**src/hdl/tgsi_pkg.sv**
```systemverilog
`default_nettype none

package tgsi_pkg;

    localparam logic [7:0] MAX_FACES_PER_SIDE = 8'd254;
    localparam logic [7:0] FACES_RESET = 8'd64;
    localparam logic GAP_RESET = 1'b0;

    localparam logic CFG_FACES_PER_SIDE = 1'b0;
    localparam logic CFG_GAP_MODE = 1'b1;

    localparam logic [2:0] LAST_SLOT = 3'd7;

    localparam logic [1:0] OFF_ZERO = 2'd0;
    localparam logic [1:0] OFF_ONE = 2'd1;
    localparam logic [1:0] OFF_TWO = 2'd2;

    typedef struct packed {
        logic [6:0] block_row;
        logic [6:0] block_col;
    } item_t;

    typedef struct packed {
        logic [15:0] vertex_a;
        logic [15:0] vertex_b;
        logic [15:0] vertex_c;
        logic        is_padding;
        logic        range_error;
        logic        last_triangle;
    } result_t;

    // One classified block as it waits between the front and the back.
    typedef struct packed {
        logic [15:0] base;
        logic        top;
        logic        left;
        logic        last;
        logic        bad;
    } task_t;

    typedef struct packed {
        logic [1:0] dr;
        logic [1:0] dc;
    } vert_off_t;

    typedef struct packed {
        logic      pad;
        vert_off_t a;
        vert_off_t b;
        vert_off_t c;
    } tri_desc_t;

    function automatic tri_desc_t mk_tri(
        input logic [1:0] ar, input logic [1:0] ac,
        input logic [1:0] br, input logic [1:0] bc,
        input logic [1:0] cr, input logic [1:0] cc);
        tri_desc_t t;
        t.pad  = 1'b0;
        t.a.dr = ar;
        t.a.dc = ac;
        t.b.dr = br;
        t.b.dc = bc;
        t.c.dr = cr;
        t.c.dc = cc;
        return t;
    endfunction

    // Triangle in a given output slot of a block, with vertices relative to the
    // block's top-left vertex. Quads are visited top-left, top-right,
    // bottom-left, bottom-right, and the unused slots are fillers.
    function automatic tri_desc_t tri_lookup(
        input logic top, input logic left, input logic last, input logic [2:0] slot);
        tri_desc_t   list [8];
        tri_desc_t   filler;
        logic [3:0]  n;
        filler = '0;
        filler.pad = 1'b1;
        for (int i = 0; i < 8; i++)
        begin
            list[i] = filler;
        end
        n = 4'd0;
        if (left)
        begin
            list[n[2:0]] = mk_tri(OFF_ZERO, OFF_ZERO, OFF_TWO, OFF_ZERO, OFF_ONE, OFF_ONE);
            n = n + 4'd1;
            if (top)
            begin
                list[n[2:0]] = mk_tri(OFF_ZERO, OFF_ZERO, OFF_ZERO, OFF_TWO, OFF_ONE, OFF_ONE);
            end
            else
            begin
                list[n[2:0]] = mk_tri(OFF_ZERO, OFF_ZERO, OFF_ZERO, OFF_ONE, OFF_ONE, OFF_ONE);
            end
            n = n + 4'd1;
        end
        else if (top)
        begin
            list[n[2:0]] = mk_tri(OFF_ZERO, OFF_ZERO, OFF_ZERO, OFF_TWO, OFF_ONE, OFF_ONE);
            n = n + 4'd1;
            list[n[2:0]] = mk_tri(OFF_ZERO, OFF_ZERO, OFF_ONE, OFF_ZERO, OFF_ONE, OFF_ONE);
            n = n + 4'd1;
        end
        else
        begin
            list[n[2:0]] = mk_tri(OFF_ZERO, OFF_ZERO, OFF_ZERO, OFF_ONE, OFF_ONE, OFF_ZERO);
            n = n + 4'd1;
            list[n[2:0]] = mk_tri(OFF_ZERO, OFF_ONE, OFF_ONE, OFF_ZERO, OFF_ONE, OFF_ONE);
            n = n + 4'd1;
        end
        if (top)
        begin
            list[n[2:0]] = mk_tri(OFF_ZERO, OFF_TWO, OFF_ONE, OFF_ONE, OFF_ONE, OFF_TWO);
            n = n + 4'd1;
        end
        else
        begin
            list[n[2:0]] = mk_tri(OFF_ZERO, OFF_ONE, OFF_ZERO, OFF_TWO, OFF_ONE, OFF_ONE);
            n = n + 4'd1;
            list[n[2:0]] = mk_tri(OFF_ZERO, OFF_TWO, OFF_ONE, OFF_ONE, OFF_ONE, OFF_TWO);
            n = n + 4'd1;
        end
        if (left)
        begin
            list[n[2:0]] = mk_tri(OFF_ONE, OFF_ONE, OFF_TWO, OFF_ZERO, OFF_TWO, OFF_ONE);
            n = n + 4'd1;
        end
        else
        begin
            list[n[2:0]] = mk_tri(OFF_ONE, OFF_ZERO, OFF_ONE, OFF_ONE, OFF_TWO, OFF_ZERO);
            n = n + 4'd1;
            list[n[2:0]] = mk_tri(OFF_ONE, OFF_ONE, OFF_TWO, OFF_ZERO, OFF_TWO, OFF_ONE);
            n = n + 4'd1;
        end
        if (!last)
        begin
            list[n[2:0]] = mk_tri(OFF_ONE, OFF_ONE, OFF_ONE, OFF_TWO, OFF_TWO, OFF_ONE);
            n = n + 4'd1;
            list[n[2:0]] = mk_tri(OFF_ONE, OFF_TWO, OFF_TWO, OFF_ONE, OFF_TWO, OFF_TWO);
        end
        return list[slot];
    endfunction

endpackage

`default_nettype wire

```
**src/hdl/terrain_grid_stitch_index_gen_core.sv**
```systemverilog
`default_nettype none

// Index generator for a square terrain grid whose top row and left column are
// stitched to a coarser neighbor. Each block transfer on the input queue
// yields exactly eight triangle transfers on the result queue, one per cycle
// while pop keeps the result register free, so blocks stream back to back
// through the single result port. A block is stored in the queue, and its first
// triangle then in the result register, before that triangle is visible. The
// front classifies a block and computes its base vertex index in the cycle it
// is taken, and a small queue of QUEUE_DEPTH blocks decouples it from the
// triangle sequencer. Write the configuration registers only while no block
// is in flight.
module terrain_grid_stitch_index_gen_core #(
    parameter int QUEUE_DEPTH = 2
) (
    input  wire logic             clk,
    input  wire logic             rst_n,
    input  wire logic             cfg_write_en,
    input  wire logic             cfg_index,
    input  wire logic [7:0]       cfg_data,
    input  wire logic             push,
    output logic                  full,
    input  var tgsi_pkg::item_t   item,
    output logic                  empty,
    input  wire logic             pop,
    output var tgsi_pkg::result_t result
);

    logic [7:0]      faces_reg;
    logic [7:0]      faces_next;
    logic            gap_reg;
    logic            gap_next;
    tgsi_pkg::task_t front_blk;
    tgsi_pkg::task_t head;
    logic [7:0]      stride;
    logic            q_empty;
    logic            head_pop;

    always_comb
    begin
        faces_next = faces_reg;
        gap_next = gap_reg;
        if (cfg_write_en)
        begin
            unique case (cfg_index)
                tgsi_pkg::CFG_FACES_PER_SIDE: faces_next = cfg_data;
                tgsi_pkg::CFG_GAP_MODE:       gap_next = cfg_data[0];
                default:                      faces_next = faces_reg;
            endcase
        end
    end

    always_ff @(posedge clk or negedge rst_n)
    begin
        if (!rst_n)
        begin
            faces_reg <= tgsi_pkg::FACES_RESET;
            gap_reg <= tgsi_pkg::GAP_RESET;
        end
        else
        begin
            faces_reg <= faces_next;
            gap_reg <= gap_next;
        end
    end

    tgsi_front u_front (
        .item           (item),
        .faces_per_side (faces_reg),
        .gap_mode       (gap_reg),
        .blk            (front_blk),
        .stride         (stride)
    );

    tgsi_queue #(
        .DEPTH (QUEUE_DEPTH)
    ) u_queue (
        .clk      (clk),
        .rst_n    (rst_n),
        .push     (push),
        .data_in  (front_blk),
        .full     (full),
        .pop      (head_pop),
        .data_out (head),
        .empty    (q_empty)
    );

    tgsi_back u_back (
        .clk        (clk),
        .rst_n      (rst_n),
        .head       (head),
        .head_valid (!q_empty),
        .head_pop   (head_pop),
        .stride     (stride),
        .result     (result),
        .empty      (empty),
        .pop        (pop)
    );

`ifndef NO_ASSERTIONS
    a_back_drains: assert property (@(posedge clk) disable iff (!rst_n)
        (!q_empty && empty) |=> !empty)
        else $error("queued block did not reach the result register");

    a_pad_zero: assert property (@(posedge clk) disable iff (!rst_n)
        (!empty && result.is_padding) |->
        (result.vertex_a == 16'd0 && result.vertex_b == 16'd0 && result.vertex_c == 16'd0))
        else $error("filler triangle carries nonzero vertices");

    a_err_pad: assert property (@(posedge clk) disable iff (!rst_n)
        (!empty && result.range_error) |-> result.is_padding)
        else $error("rejected block produced a real triangle");
`endif

endmodule

`default_nettype wire

```
**src/hdl/tgsi_front.sv**
```systemverilog
`default_nettype none

module tgsi_front (
    input  var tgsi_pkg::item_t item,
    input  wire logic [7:0]     faces_per_side,
    input  wire logic           gap_mode,
    output var tgsi_pkg::task_t blk,
    output logic [7:0]          stride
);

    logic [7:0]  f_sat;
    logic [7:0]  f_eff;
    logic [6:0]  half;
    logic [6:0]  half_m1;
    logic [7:0]  r0;
    logic [7:0]  c0;
    logic [15:0] prod;
    logic        corner;

    always_comb
    begin
        f_sat = (faces_per_side > tgsi_pkg::MAX_FACES_PER_SIDE)
              ? tgsi_pkg::MAX_FACES_PER_SIDE : faces_per_side;
        f_eff = {f_sat[7:1], 1'b0};
        half = f_eff[7:1];
        half_m1 = half - 7'd1;
        stride = f_eff + 8'd1;
        r0 = {item.block_row, 1'b0};
        c0 = {item.block_col, 1'b0};
        prod = {8'd0, r0} * {8'd0, stride};
        corner = (item.block_row == 7'd0) && (item.block_col == 7'd0);
        blk.base = prod + {8'd0, c0};
        blk.top = (item.block_row == 7'd0);
        blk.left = (item.block_col == 7'd0);
        blk.last = gap_mode && !corner
                 && (item.block_row == half_m1) && (item.block_col == half_m1);
        blk.bad = (item.block_row >= half) || (item.block_col >= half);
    end

endmodule

`default_nettype wire

```
**src/hdl/tgsi_queue.sv**
```systemverilog
`default_nettype none

module tgsi_queue #(
    parameter int DEPTH = 2
) (
    input  wire logic           clk,
    input  wire logic           rst_n,
    input  wire logic           push,
    input  var tgsi_pkg::task_t data_in,
    output logic                full,
    input  wire logic           pop,
    output var tgsi_pkg::task_t data_out,
    output logic                empty
);

    localparam int PTR_W = (DEPTH > 1) ? $clog2(DEPTH) : 1;
    localparam int CNT_W = $clog2(DEPTH + 1);
    localparam logic [PTR_W-1:0] PTR_LAST = PTR_W'(DEPTH - 1);
    localparam logic [CNT_W-1:0] CNT_FULL = CNT_W'(DEPTH);

    tgsi_pkg::task_t  mem_reg [DEPTH];
    logic [PTR_W-1:0] wr_ptr_reg;
    logic [PTR_W-1:0] wr_ptr_next;
    logic [PTR_W-1:0] rd_ptr_reg;
    logic [PTR_W-1:0] rd_ptr_next;
    logic [CNT_W-1:0] count_reg;
    logic [CNT_W-1:0] count_next;
    logic             do_push;
    logic             do_pop;

    assign full = (count_reg == CNT_FULL);
    assign empty = (count_reg == '0);
    assign data_out = mem_reg[rd_ptr_reg];
    assign do_push = push && !full;
    assign do_pop = pop && !empty;

    always_comb
    begin
        wr_ptr_next = wr_ptr_reg;
        rd_ptr_next = rd_ptr_reg;
        count_next = count_reg;
        if (do_push)
        begin
            wr_ptr_next = (wr_ptr_reg == PTR_LAST) ? '0 : wr_ptr_reg + PTR_W'(1);
        end
        if (do_pop)
        begin
            rd_ptr_next = (rd_ptr_reg == PTR_LAST) ? '0 : rd_ptr_reg + PTR_W'(1);
        end
        if (do_push && !do_pop)
        begin
            count_next = count_reg + CNT_W'(1);
        end
        else if (do_pop && !do_push)
        begin
            count_next = count_reg - CNT_W'(1);
        end
    end

    always_ff @(posedge clk or negedge rst_n)
    begin
        if (!rst_n)
        begin
            wr_ptr_reg <= '0;
            rd_ptr_reg <= '0;
            count_reg <= '0;
        end
        else
        begin
            wr_ptr_reg <= wr_ptr_next;
            rd_ptr_reg <= rd_ptr_next;
            count_reg <= count_next;
        end
    end

    always_ff @(posedge clk)
    begin
        if (do_push)
        begin
            mem_reg[wr_ptr_reg] <= data_in;
        end
    end

endmodule

`default_nettype wire

```
**src/hdl/tgsi_back.sv**
```systemverilog
`default_nettype none

module tgsi_back (
    input  wire logic             clk,
    input  wire logic             rst_n,
    input  var tgsi_pkg::task_t   head,
    input  wire logic             head_valid,
    output logic                  head_pop,
    input  wire logic [7:0]       stride,
    output var tgsi_pkg::result_t result,
    output logic                  empty,
    input  wire logic             pop
);

    tgsi_pkg::result_t   out_reg;
    tgsi_pkg::result_t   out_next;
    logic                out_valid_reg;
    logic                out_valid_next;
    logic [2:0]          slot_reg;
    logic [2:0]          slot_next;
    logic                load;
    tgsi_pkg::tri_desc_t desc;

    function automatic logic [15:0] vert(
        input logic [15:0] base, input logic [7:0] s, input tgsi_pkg::vert_off_t o);
        logic [15:0] row_off;
        unique case (o.dr)
            tgsi_pkg::OFF_ONE: row_off = {8'd0, s};
            tgsi_pkg::OFF_TWO: row_off = {7'd0, s, 1'b0};
            default:           row_off = 16'd0;
        endcase
        return base + row_off + {14'd0, o.dc};
    endfunction

    assign load = head_valid && (!out_valid_reg || pop);
    assign head_pop = load && (slot_reg == tgsi_pkg::LAST_SLOT);
    assign desc = tgsi_pkg::tri_lookup(head.top, head.left, head.last, slot_reg);
    assign result = out_reg;
    assign empty = !out_valid_reg;

    always_comb
    begin
        out_next = out_reg;
        out_valid_next = out_valid_reg;
        slot_next = slot_reg;
        if (load)
        begin
            out_valid_next = 1'b1;
            slot_next = slot_reg + 3'd1;
            out_next.last_triangle = (slot_reg == tgsi_pkg::LAST_SLOT);
            out_next.range_error = head.bad;
            if (head.bad || desc.pad)
            begin
                out_next.vertex_a = 16'd0;
                out_next.vertex_b = 16'd0;
                out_next.vertex_c = 16'd0;
                out_next.is_padding = 1'b1;
            end
            else
            begin
                out_next.vertex_a = vert(head.base, stride, desc.a);
                out_next.vertex_b = vert(head.base, stride, desc.b);
                out_next.vertex_c = vert(head.base, stride, desc.c);
                out_next.is_padding = 1'b0;
            end
        end
        else if (pop)
        begin
            out_valid_next = 1'b0;
        end
    end

    always_ff @(posedge clk or negedge rst_n)
    begin
        if (!rst_n)
        begin
            out_valid_reg <= 1'b0;
            slot_reg <= 3'd0;
        end
        else
        begin
            out_valid_reg <= out_valid_next;
            slot_reg <= slot_next;
        end
    end

    always_ff @(posedge clk)
    begin
        out_reg <= out_next;
    end

endmodule

`default_nettype wire
```
**config.mk**
```make
export PLATFORM = sky130hd
export DESIGN_NAME = terrain_grid_stitch_index_gen_core
export DESIGN_NICKNAME = d
export VERILOG_FILES = /design/src/hdl/tgsi_pkg.sv /design/src/hdl/terrain_grid_stitch_index_gen_core.sv /design/src/hdl/tgsi_front.sv /design/src/hdl/tgsi_queue.sv /design/src/hdl/tgsi_back.sv
export SDC_FILE = /design/constraint.sdc
export NUM_CORES = 1
export LEC_CHECK = 0
export ABC_AREA = 0
export BUFFER_PORTS_ARGS = -buffer_cell sky130_fd_sc_hd__buf_4
export CORE_ASPECT_RATIO = 0.7
export CORE_MARGIN = 10
export CORE_UTILIZATION = 60
export DETAILED_ROUTE_END_ITERATION = 8
export HOLD_SLACK_MARGIN = 0.12
export PLACE_DENSITY_LB_ADDON = 0.15
export SYNTH_ARGS = -nofsm -noshare
export SYNTH_HDL_FRONTEND = slang
export SYNTH_SLANG_ARGS = --single-unit
export TNS_END_PERCENT = 30
```
**constraint.sdc**
```tcl
create_clock -name clk -period 9.21 [get_ports clk]
set_input_delay 0.4605 -clock clk [delete_from_list [all_inputs] [get_ports clk]]
set_output_delay 0.4605 -clock clk [all_outputs]
set_load 0.005 [all_outputs]
```
# After elaboration in Yosys (flattened, before gate mapping)
# Memory sizes are Yosys's and may differ from the RTL's.
# Cells that the tools add are included.
# classes
add_sub_neg,17
multipliers,1
magnitude_cmp,12
n_eq_ne,10
mux,38
bitwise_logic,21
reduce_logical,30
# ops
op,count
104-bit two-way mux,2
13-bit demux with 3-bit select,4
64-bit AND,2
64-bit inverter,2
56-bit AND,2
56-bit inverter,2
16-bit two-way mux,6
48-bit bitwise OR,2
13-bit two-way mux,6
75-bit two-way mux,1
72-bit AND,1
72-bit inverter,1
9-bit one-hot mux with 2 select lines,3
16-bit adder,3
16-bit by 2-bit adder with 16-bit output,3
38-bit by 40-bit bitwise OR with 40-bit output,1
40-bit bitwise OR,1
13-bit binary-select mux with 3-bit select,1
31-bit by 32-bit bitwise OR with 32-bit output,1
21-bit two-way mux,1
4-bit >= comparator (second input constant),5
3-bit inverter with 4-bit output,5
19-bit two-way mux,1
16-bit by 8-bit adder with 16-bit output,1
other kinds (27),72
# word_totals
regBits,68
ram_bits,40
output_inout_bits,53
elab_cells,143
memories,1
# mem_list
name,words,width,read_ports,rd_clocked_by_memory_dff,wr,line,rtl
u_queue.mem_reg,2,20,1,0,1,tgsi_queue.sv:21,tgsi_pkg::task_t mem_reg [DEPTH];

# Depth between registers and ports, before layout
# Gate-level depths: netlist of run 1.
# An unclocked memory read counts as a cell.
# logic_depth
depth_word,23
mapped_depth,25
mapped_depth_nobuf,23

# By module
# Synthesis of run 1 repeated with hierarchy kept, for this count alone.
# hier_totals
hier_cells,971
area_unflattened_um2,9844.4
# modules_own_cells
module,n_inst,cells_per_inst,area_each_um2
tgsi_back,1,516,4850.9
tgsi_front,1,352,2965.3
tgsi_queue,1,81,1637.8
terrain_grid_stitch_index_gen_core,1,22,390.4

# Worst setup path after synthesis of run 1
# Ideal clock, no wire load.
# synth_timing
kind,reg-to-reg
from,reg u_queue.rd_ptr_reg
to,"reg u_back.out_reg, in the netlist u_back.result[14], data pin"
arrival_time_ns,4.754
t_required_ns,8.949
setup_slack_ns,4.195
stages_incl_launch_ff,25
path_buffers,3
synth_period_minus_slack_ns,5.015
cell_sequence,dfrtp_1 buf_6 buf_4 mux2i_1 ha_1 nand3_1 a211oi_1 a311o_1 o21ai_2 inv_2 ha_1 clkbuf_1 a21oi_1 nor2_1 fa_1 ha_1 inv_1 fa_1 nor2b_1 o21ai_0 a21boi_0 o21a_1 o211ai_1 a21oi_1 mux2i_1
# synth_via
elab_chain_len,23
word_cells_on_any_way,61
classes_between,5 x add/sub; 8 x order compare; 2 x eq/ne; 21 x mux; 19 x bitwise; 5 x reduce/logical; 1 x memory
# synth_rtl
item,line,rtl
from (decl),tgsi_queue.sv:24,logic [PTR_W-1:0] rd_ptr_reg;
from (signal assigned),tgsi_queue.sv:71,rd_ptr_reg <= rd_ptr_next;
memory read 2 x 20 bit (*),n/a,
3-bit two-way mux,tgsi_pkg.sv:111,if (top)
3-bit by 1-bit adder with 3-bit output or 3-bit inverter with 4-bit output (tied branches),n/a,
"3-bit by 1-bit adder with 3-bit output, or another cell as far along",tgsi_pkg.sv:133,n = n + 4'd1;
"3-bit two-way mux, or another cell as far along",tgsi_pkg.sv:123,if (left)
"3-bit by 1-bit adder with 3-bit output, or another cell as far along",tgsi_pkg.sv:138,n = n + 4'd1;
"3-bit inverter with 4-bit output (not written as such), or another cell as far along",tgsi_pkg.sv:139,"list[n[2:0]] = mk_tri(OFF_ONE, OFF_TWO, OFF_TWO, OFF_ONE, OFF_TWO, OFF_TWO);"
"4-bit >= comparator (not written as such), or another cell as far along",tgsi_pkg.sv:139,
[... 6 more ...],n/a,
13-bit binary-select mux with 3-bit select,tgsi_pkg.sv:141,return list[slot];
13-bit two-way mux (not written as such) (2 in series),tgsi_pkg.sv:141,
2-bit equality test or 2-bit by 1-bit equality test with 1-bit output (tied branches),tgsi_back.sv:27,unique case (o.dr)
9-bit one-hot mux with 2 select lines,tgsi_back.sv:27,
16-bit two-way mux,tgsi_back.sv:52,if (head.bad || desc.pad)
16-bit two-way mux,tgsi_back.sv:46,if (load)
16-bit adder,tgsi_back.sv:32,"return base + row_off + {14'd0, o.dc};"
16-bit by 2-bit adder with 16-bit output,tgsi_back.sv:32,
to (signal assigned),tgsi_back.sv:89,out_reg <= out_next;
to (decl),tgsi_back.sv:15,tgsi_pkg::result_t out_reg;
# Every way passes the cells marked *; elsewhere a longest branch is shown, timed or not. The select of a mux whose other input is x is not followed.
# A chain may end at the register's enable or synchronous reset.

# Final worst setup path of run 1
# Same ends and word-level chain as after synthesis.

==> flow_metrics.env, run 1 <==
export IMPL_utilization=0.6830
export IMPL_worstSetupEndpointType="flop"
export IMPL_fin_ws_ns=2.985
export IMPL_overflow=0
export IMPL_status="finished, final reports clean"
export IMPL_clk_latency_ns=0.35
export IMPL_routedWlPerCell_um=18.12
export IMPL_synth_flop_cell="edfxtp_1"
export IMPL_grt_pass1_vias=6557
export IMPL_crit_required_ns=9.41
export IMPL_synth_edff_count=89
export IMPL_dr_pass1_iters=5
export IMPL_grt_antenna_before_repair=0
export IMPL_wl_mm=20.95
export IMPL_place_gp_congestion=0.9193
export IMPL_irDropWorstVdd_v=0.0002248
export IMPL_crit_type="reg -> reg"
export IMPL_ys_ff_latch=105
export IMPL_path_clk_slew_ns=0.08
export IMPL_numCtsBuffers=9
export IMPL_n_antenna_cell=0
export IMPL_io_buffer_count=80
export IMPL_fill_cells=1146
export IMPL_largest_register_ffs=51
export IMPL_path_buf_inv=2
export IMPL_hold_viol_final=0
export IMPL_syn_to_final_growth_pct=11.23
export IMPL_die_y_um=122.9
export IMPL_power_leakage_uw=0.004540
export IMPL_final_setup_tns_ns=0
export IMPL_maxSlewViolCount=0
export IMPL_crit_arrival_ns=6.43
export IMPL_num_vias=6662
export IMPL_avgViaCountPerCell=5.763
export IMPL_synth_area_top_cells="edfxtp_1 29%, ha_1 17%, fa_1 7.9%"
export IMPL_clockBufferDepth=2
export IMPL_cts_root_buf="clkbuf_16"
export IMPL_ys_async_sr_fraction=0.1524
export IMPL_setup_violations=0
export IMPL_post_cts_buffers=0
export IMPL_drive_gt1_frac=0.1446
export IMPL_cp_cell_sequence="mux2i_1 -> ha_1 -> nand3_1 -> a211oi_1 -> a311o_1 -> o21ai_2 -> inv_2 -> ha_1 -> a21oi_1 -> nor2_1 -> fa_1 -> ha_1 -> inv_1 -> fa_1 -> nor2b_1 -> o21ai_0 -> a21boi_0 -> o21a_1 -> o211ai_1 -> a21oi_1 -> mux2i_1"
export IMPL_max_clock_freq_mhz=160.7
export IMPL_seq_area_frac_synth=0.3390
export IMPL_cpPeakStageDelay_ns=1.11
export IMPL_cts_tree="built"
export IMPL_syn_nets=1082
export IMPL_die_area_sq_um=20510
export IMPL_min_period_over_period=0.6759
export IMPL_critPathMaxFanout=23
export IMPL_postCtsHoldBufs=1
export IMPL_max_slew_margin=0.2240
export IMPL_synth_warnings=0
export IMPL_final_min_clock_period_ns=6.225
export IMPL_pre_cts_ws_ns=3.119
export IMPL_layout_cells_most_common="ha_1"
export IMPL_max_slew_worst_pin_slew_ns=1.164
export IMPL_start_util=0.6141
export IMPL_grt_usage=0.2054
export IMPL_cpMostUsedCell="ha_1"
export IMPL_fin_skew_ns=0.01372
export IMPL_io_pins=81
export IMPL_drv_cap=0
export IMPL_rsz0062_at_grt="no"
export IMPL_fp_dieW_um=166.9
export IMPL_power_density_nw_per_um2=407.9
export IMPL_syn_cell_area_sq_um=9069
export IMPL_grt_max_degree=56
export IMPL_htreeDepth=3
export IMPL_ctsResizeCount=0
export IMPL_ant_nets=0
export IMPL_cts_num_sinks=105
export IMPL_drcViolationCount=0
export IMPL_hp_class="in -> reg"
export IMPL_hpwl_mm=16.06
export IMPL_cpLargestDelayFamily="compound AO/OA/AOI/OAI gates"
export IMPL_grt_pass1_wl_mm=34.50
export IMPL_slowest_stage="dfrtp_1"
export IMPL_ys_types=68
export IMPL_critPathLaunchType="flop"
export IMPL_syn_inst=894
export IMPL_nets=1145
export IMPL_rows=37
export IMPL_layout_common_cells="124 x ha_1, 89 x edfxtp_1, 82 x buf_4"
export IMPL_drt_iter0_drc=515
export IMPL_core_area_sq_um=14770
export IMPL_synth_top_area_share=0.2947
export IMPL_synth_top_area_cell="edfxtp_1"
export IMPL_syn_avg_cell_area_sq_um=10.14
## final timing paths
check | startpoint | depth (start not counted) | end | slack (ns)
setup / recovery | u_queue.rd_ptr_reg | 21 | u_back.result[14] | 2.99
hold / removal | pop | 2 | u_back.out_valid_reg | 0.30
setup reg to reg | u_queue.rd_ptr_reg | 21 | u_back.result[14] | 2.99
hold reg to reg | u_queue.count_reg[1] | 1 | u_queue.count_reg[1] | 0.50
max in group asynchronous | rst_n | 2 | faces_reg[6] | 8.45
min in group asynchronous | rst_n | 2 | faces_reg[1] | 0.51
## cells by family (layout without fill, tap and decap cells)
family                     Yosys count  in the layout  synth area share
AOI/OAI and AO/OA                  170            170            0.1260
xor gates and xnor gates            48             48           0.04636
adders and majority gates          160            160            0.2506
buffers and inverters              110            177           0.04788
DFF                                105            105            0.3390
muxes                               39             39           0.04787
and+or+nand+nor                    262            262            0.1424
## power by group
part           switching, uW  internal, uW  leakage (uW)
combinational           1530          1170       0.00335
clock                    182           187      0.000136
sequential               161           886       0.00105
## worst reg2reg max path: cells and delay by family, from the launching register on
family | cells | cell delay (ns)
flops | 1 | 1.11
simple gates | 3 | 0.44
mux | 2 | 0.82
fa+ha+maj | 5 | 1.78
compound gates | 9 | 1.80
buf+inv | 2 | 0.15
## routing by layer
layer,vias up,global-route usage,wire length (um)
met3,22,0.04727,1575
met1,3162,0.3007,10350
met5,-,0,0
met4,0,0.04869,287
met2,214,0.3015,8734
li1,3264,-,-
## synthesized netlist by cell type (15+ instances only)
cell type  count
xor2_1        19
ha_1         124
clkbuf_1      24
inv_1         76
nand2_1       54
edfxtp_1      89
nor2_1        78
fa_1          36
xnor2_1       29
o21ai_0       30
a21oi_1       54
mux2i_1       22
dfrtp_1       15
and2_1        43
mux2_2        15
## final cells by class
type,instances,area [sq um],area share
multi-input cells,679,5572,0.5523
repair buffers,83,625.6,0.06202
inverters,79,296.5,0.02940
well taps,195,244.0,0.02419
flip-flops and latches,105,3074,0.3048
clock buffers,9,225.2,0.02233
clock inverters,6,50.05,0.004962
## metrics by stage
| stage | hold slack (ns) | cells | power [uW] | area, sq um |
|---|---|---|---|---|
| floorplan | 0.1649 | 894 | 2997 | 9069 |
| global placement | 0.3276 | 1140 | 3687 | 9802 |
| finish | 0.2998 | 1156 | 4115 | 10090 |
| CTS | 0.3020 | 1156 | 4113 | 10090 |
| detailed placement | 0.3305 | 1140 | 3719 | 9802 |
| global route | 0.3001 | 1156 | 4531 | 10090 |
(Power assumes the default switching activity.)
==> inputs of run 2 (changes only) <==
==> constraint.sdc (replaced) <==
create_clock -name clk -period 5.9 [get_ports clk]
set_input_delay 0.295 -clock clk [delete_from_list [all_inputs] [get_ports clk]]
set_output_delay 0.295 -clock clk [all_outputs]
set_load 0.005 [all_outputs]
==> flow_metrics.env, run 2 (synthesis gave the netlist of run 1 again) <==
export IMPL_fill_cells=1162
export IMPL_reg2reg_depth=21
export IMPL_path_clk_slew_ns=0.07
export IMPL_clk_latency_ns=0.35
export IMPL_drt_iter0_drc=604
export IMPL_r2r_start="u_queue.rd_ptr_reg"
export IMPL_min_period_over_period=0.9151
export IMPL_overflow=0
export IMPL_final_min_clock_period_ns=5.399
export IMPL_cts_num_sinks=105
export IMPL_path_buf_inv=2
export IMPL_dp_cells=1147
export IMPL_numCtsBuffers=9
export IMPL_cpPeakStageDelay_ns=0.49
export IMPL_r2r_setup_slack_ns=0.50
export IMPL_max_slew_worst_pin_slew_ns=0.9511
export IMPL_drcViolationCount=0
export IMPL_max_clock_freq_mhz=185.2
export IMPL_status="finished, final reports clean"
export IMPL_grt_max_degree=56
export IMPL_grt_antenna_before_repair=0
export IMPL_hold_viol_final=0
export IMPL_min_from="pop"
export IMPL_fp_dieW_um=166.9
export IMPL_critPathLaunchType="flop"
export IMPL_die_area_sq_um=20510
export IMPL_dpl_cell_area_sq_um=9854
export IMPL_start_util=0.6141
export IMPL_final_setup_tns_ns=0
export IMPL_rows=37
export IMPL_die_y_um=122.9
export IMPL_cp_startpoint="u_queue.rd_ptr_reg"
export IMPL_worst_hold_slack_ns=0.1433
export IMPL_worstSetupEndpoint="u_back.result[16]"
export IMPL_syn_to_final_growth_pct=11.85
export IMPL_crit_required_ns=6.09
export IMPL_worstSetupEndpointType="flop"
export IMPL_avgViaCountPerCell=5.778
export IMPL_layout_common_cells="124 x ha_1, 89 x buf_4, 89 x edfxtp_1"
export IMPL_max_slew_margin=0.3659
export IMPL_crit_arrival_ns=5.59
export IMPL_htreeDepth=3
export IMPL_ant_nets=0
export IMPL_cts_root_buf="clkbuf_16"
export IMPL_drv_cap=0
export IMPL_cpLargestDelayFamily="compound AO/OA/AOI/OAI gates"
export IMPL_cts_tree="built"
export IMPL_post_cts_buffers=0
export IMPL_cpMostUsedCell="ha_1"
export IMPL_num_vias=6720
export IMPL_r2r_end="u_back.result[16]"
export IMPL_wl_mm=21.19
export IMPL_grt_usage=0.2078
export IMPL_layout_cells_most_common="ha_1"
export IMPL_place_gp_congestion=0.9207
export IMPL_drive_gt1_frac=0.1519
export IMPL_hp_class="in -> reg"
export IMPL_n_antenna_cell=0
export IMPL_io_buffer_count=80
export IMPL_fin_area_sq_um=10140
export IMPL_cp_cell_sequence="mux2i_2 -> ha_1 -> nand3_1 -> a211oi_1 -> a311o_1 -> o21ai_2 -> inv_2 -> ha_1 -> a21oi_1 -> nor2_1 -> fa_1 -> ha_1 -> inv_1 -> fa_1 -> nor2b_1 -> o21ai_0 -> a21boi_0 -> o21a_1 -> o211ai_1 -> a21oi_1 -> mux2i_1"
export IMPL_fin_cells=1163
export IMPL_rsz0062_at_grt="no"
export IMPL_routedWlPerCell_um=18.22
export IMPL_grt_pass1_wl_mm=34.61
export IMPL_power_leakage_uw=0.004574
export IMPL_slowest_stage="fa_1"
export IMPL_irDropWorstVdd_v=0.0002940
export IMPL_grt_pass1_vias=6608
export IMPL_power_density_nw_per_um2=637.4
export IMPL_nets=1152
export IMPL_hpwl_mm=16.56
export IMPL_largest_register_ffs=51
export IMPL_maxSlewViolCount=0
export IMPL_fin_skew_ns=0.01081
export IMPL_worst_path_stages=21
export IMPL_core_area_sq_um=14770
export IMPL_crit_type="reg -> reg"
export IMPL_io_pins=81
export IMPL_dr_pass1_iters=5
export IMPL_clockBufferDepth=2
export IMPL_critPathMaxFanout=8
export IMPL_setup_violations=0
[run 2: changes by cell type in the layout (fill, tap and decap cells not counted)]
cell	delta
mux2i_1	-1
buf_4	+7
mux2i_2	+1
[run 2: timing repair]
action,CTS,global route
gates resized for setup,0,1
hold endpoints to repair,16,0
hold buffers,1,0
endpoints found under the setup margin,0,2
[run 2: metal layers]
layer,routed length [um],global-route usage
met5,0,0
met4,191,0.03720
met3,1842,0.06292
met2,9003,0.3079
met1,10150,0.2971
[run 2: worst register-to-register path, stage by stage (launching register included)]
cell	delay, ns
dfrtp_1	0.46
mux2i_2	0.41
ha_1	0.37
nand3_1	0.21
a211oi_1	0.08
a311o_1	0.41
o21ai_2	0.17
inv_2	0.09
ha_1	0.30
a21oi_1	0.15
nor2_1	0.06
fa_1	0.49
ha_1	0.18
inv_1	0.07
fa_1	0.39
nor2b_1	0.17
o21ai_0	0.12
a21boi_0	0.26
o21a_1	0.22
o211ai_1	0.18
a21oi_1	0.23
mux2i_1	0.22
[run 2: how the worst min path moves through the flow]
stage | to | slack, ns | cells past startpoint
finish | u_back.out_valid_reg | 0.14 | 2
global route | u_back.out_valid_reg | 0.14 | 2
CTS | u_back.out_valid_reg | 0.14 | 2
detailed placement | u_back.out_valid_reg | 0.16 | 1
global placement | u_queue.count_reg[1] | 0.17 | 1
floorplan | faces_reg[1] | -0.0006 | 0
[run 2: power breakdown]
group,switching [uW],internal [uW],total [uW]
clock network,282,291,574
logic,2460,1850,4310
registers,197,1380,1580
[run 2: final cells by class]
| class | instances | area (sq um) | share of cell area |
|---|---|---|---|
| clock inverter | 6 | 50.05 | 0.004934 |
| tap | 195 | 244.0 | 0.02405 |
| timing repair buffer | 90 | 678.2 | 0.06686 |
| clock buffer | 9 | 225.2 | 0.02220 |
| sequential | 105 | 3074 | 0.3031 |
| multi-input combinational | 679 | 5575 | 0.5496 |
| inverter | 79 | 296.5 | 0.02923 |
[run 2: metrics by stage]
stage	worst slack (ns)	utilization	total power, uW
2_1_floorplan	0.8849	-	4679
3_3_place_gp	0.6939	0.6673	5754
6_report	0.5012	0.6869	6465
5_1_grt	0.08988	0.6869	7093
3_5_place_dp	0.4837	0.6673	5842
4_1_cts	0.4823	0.6866	6468
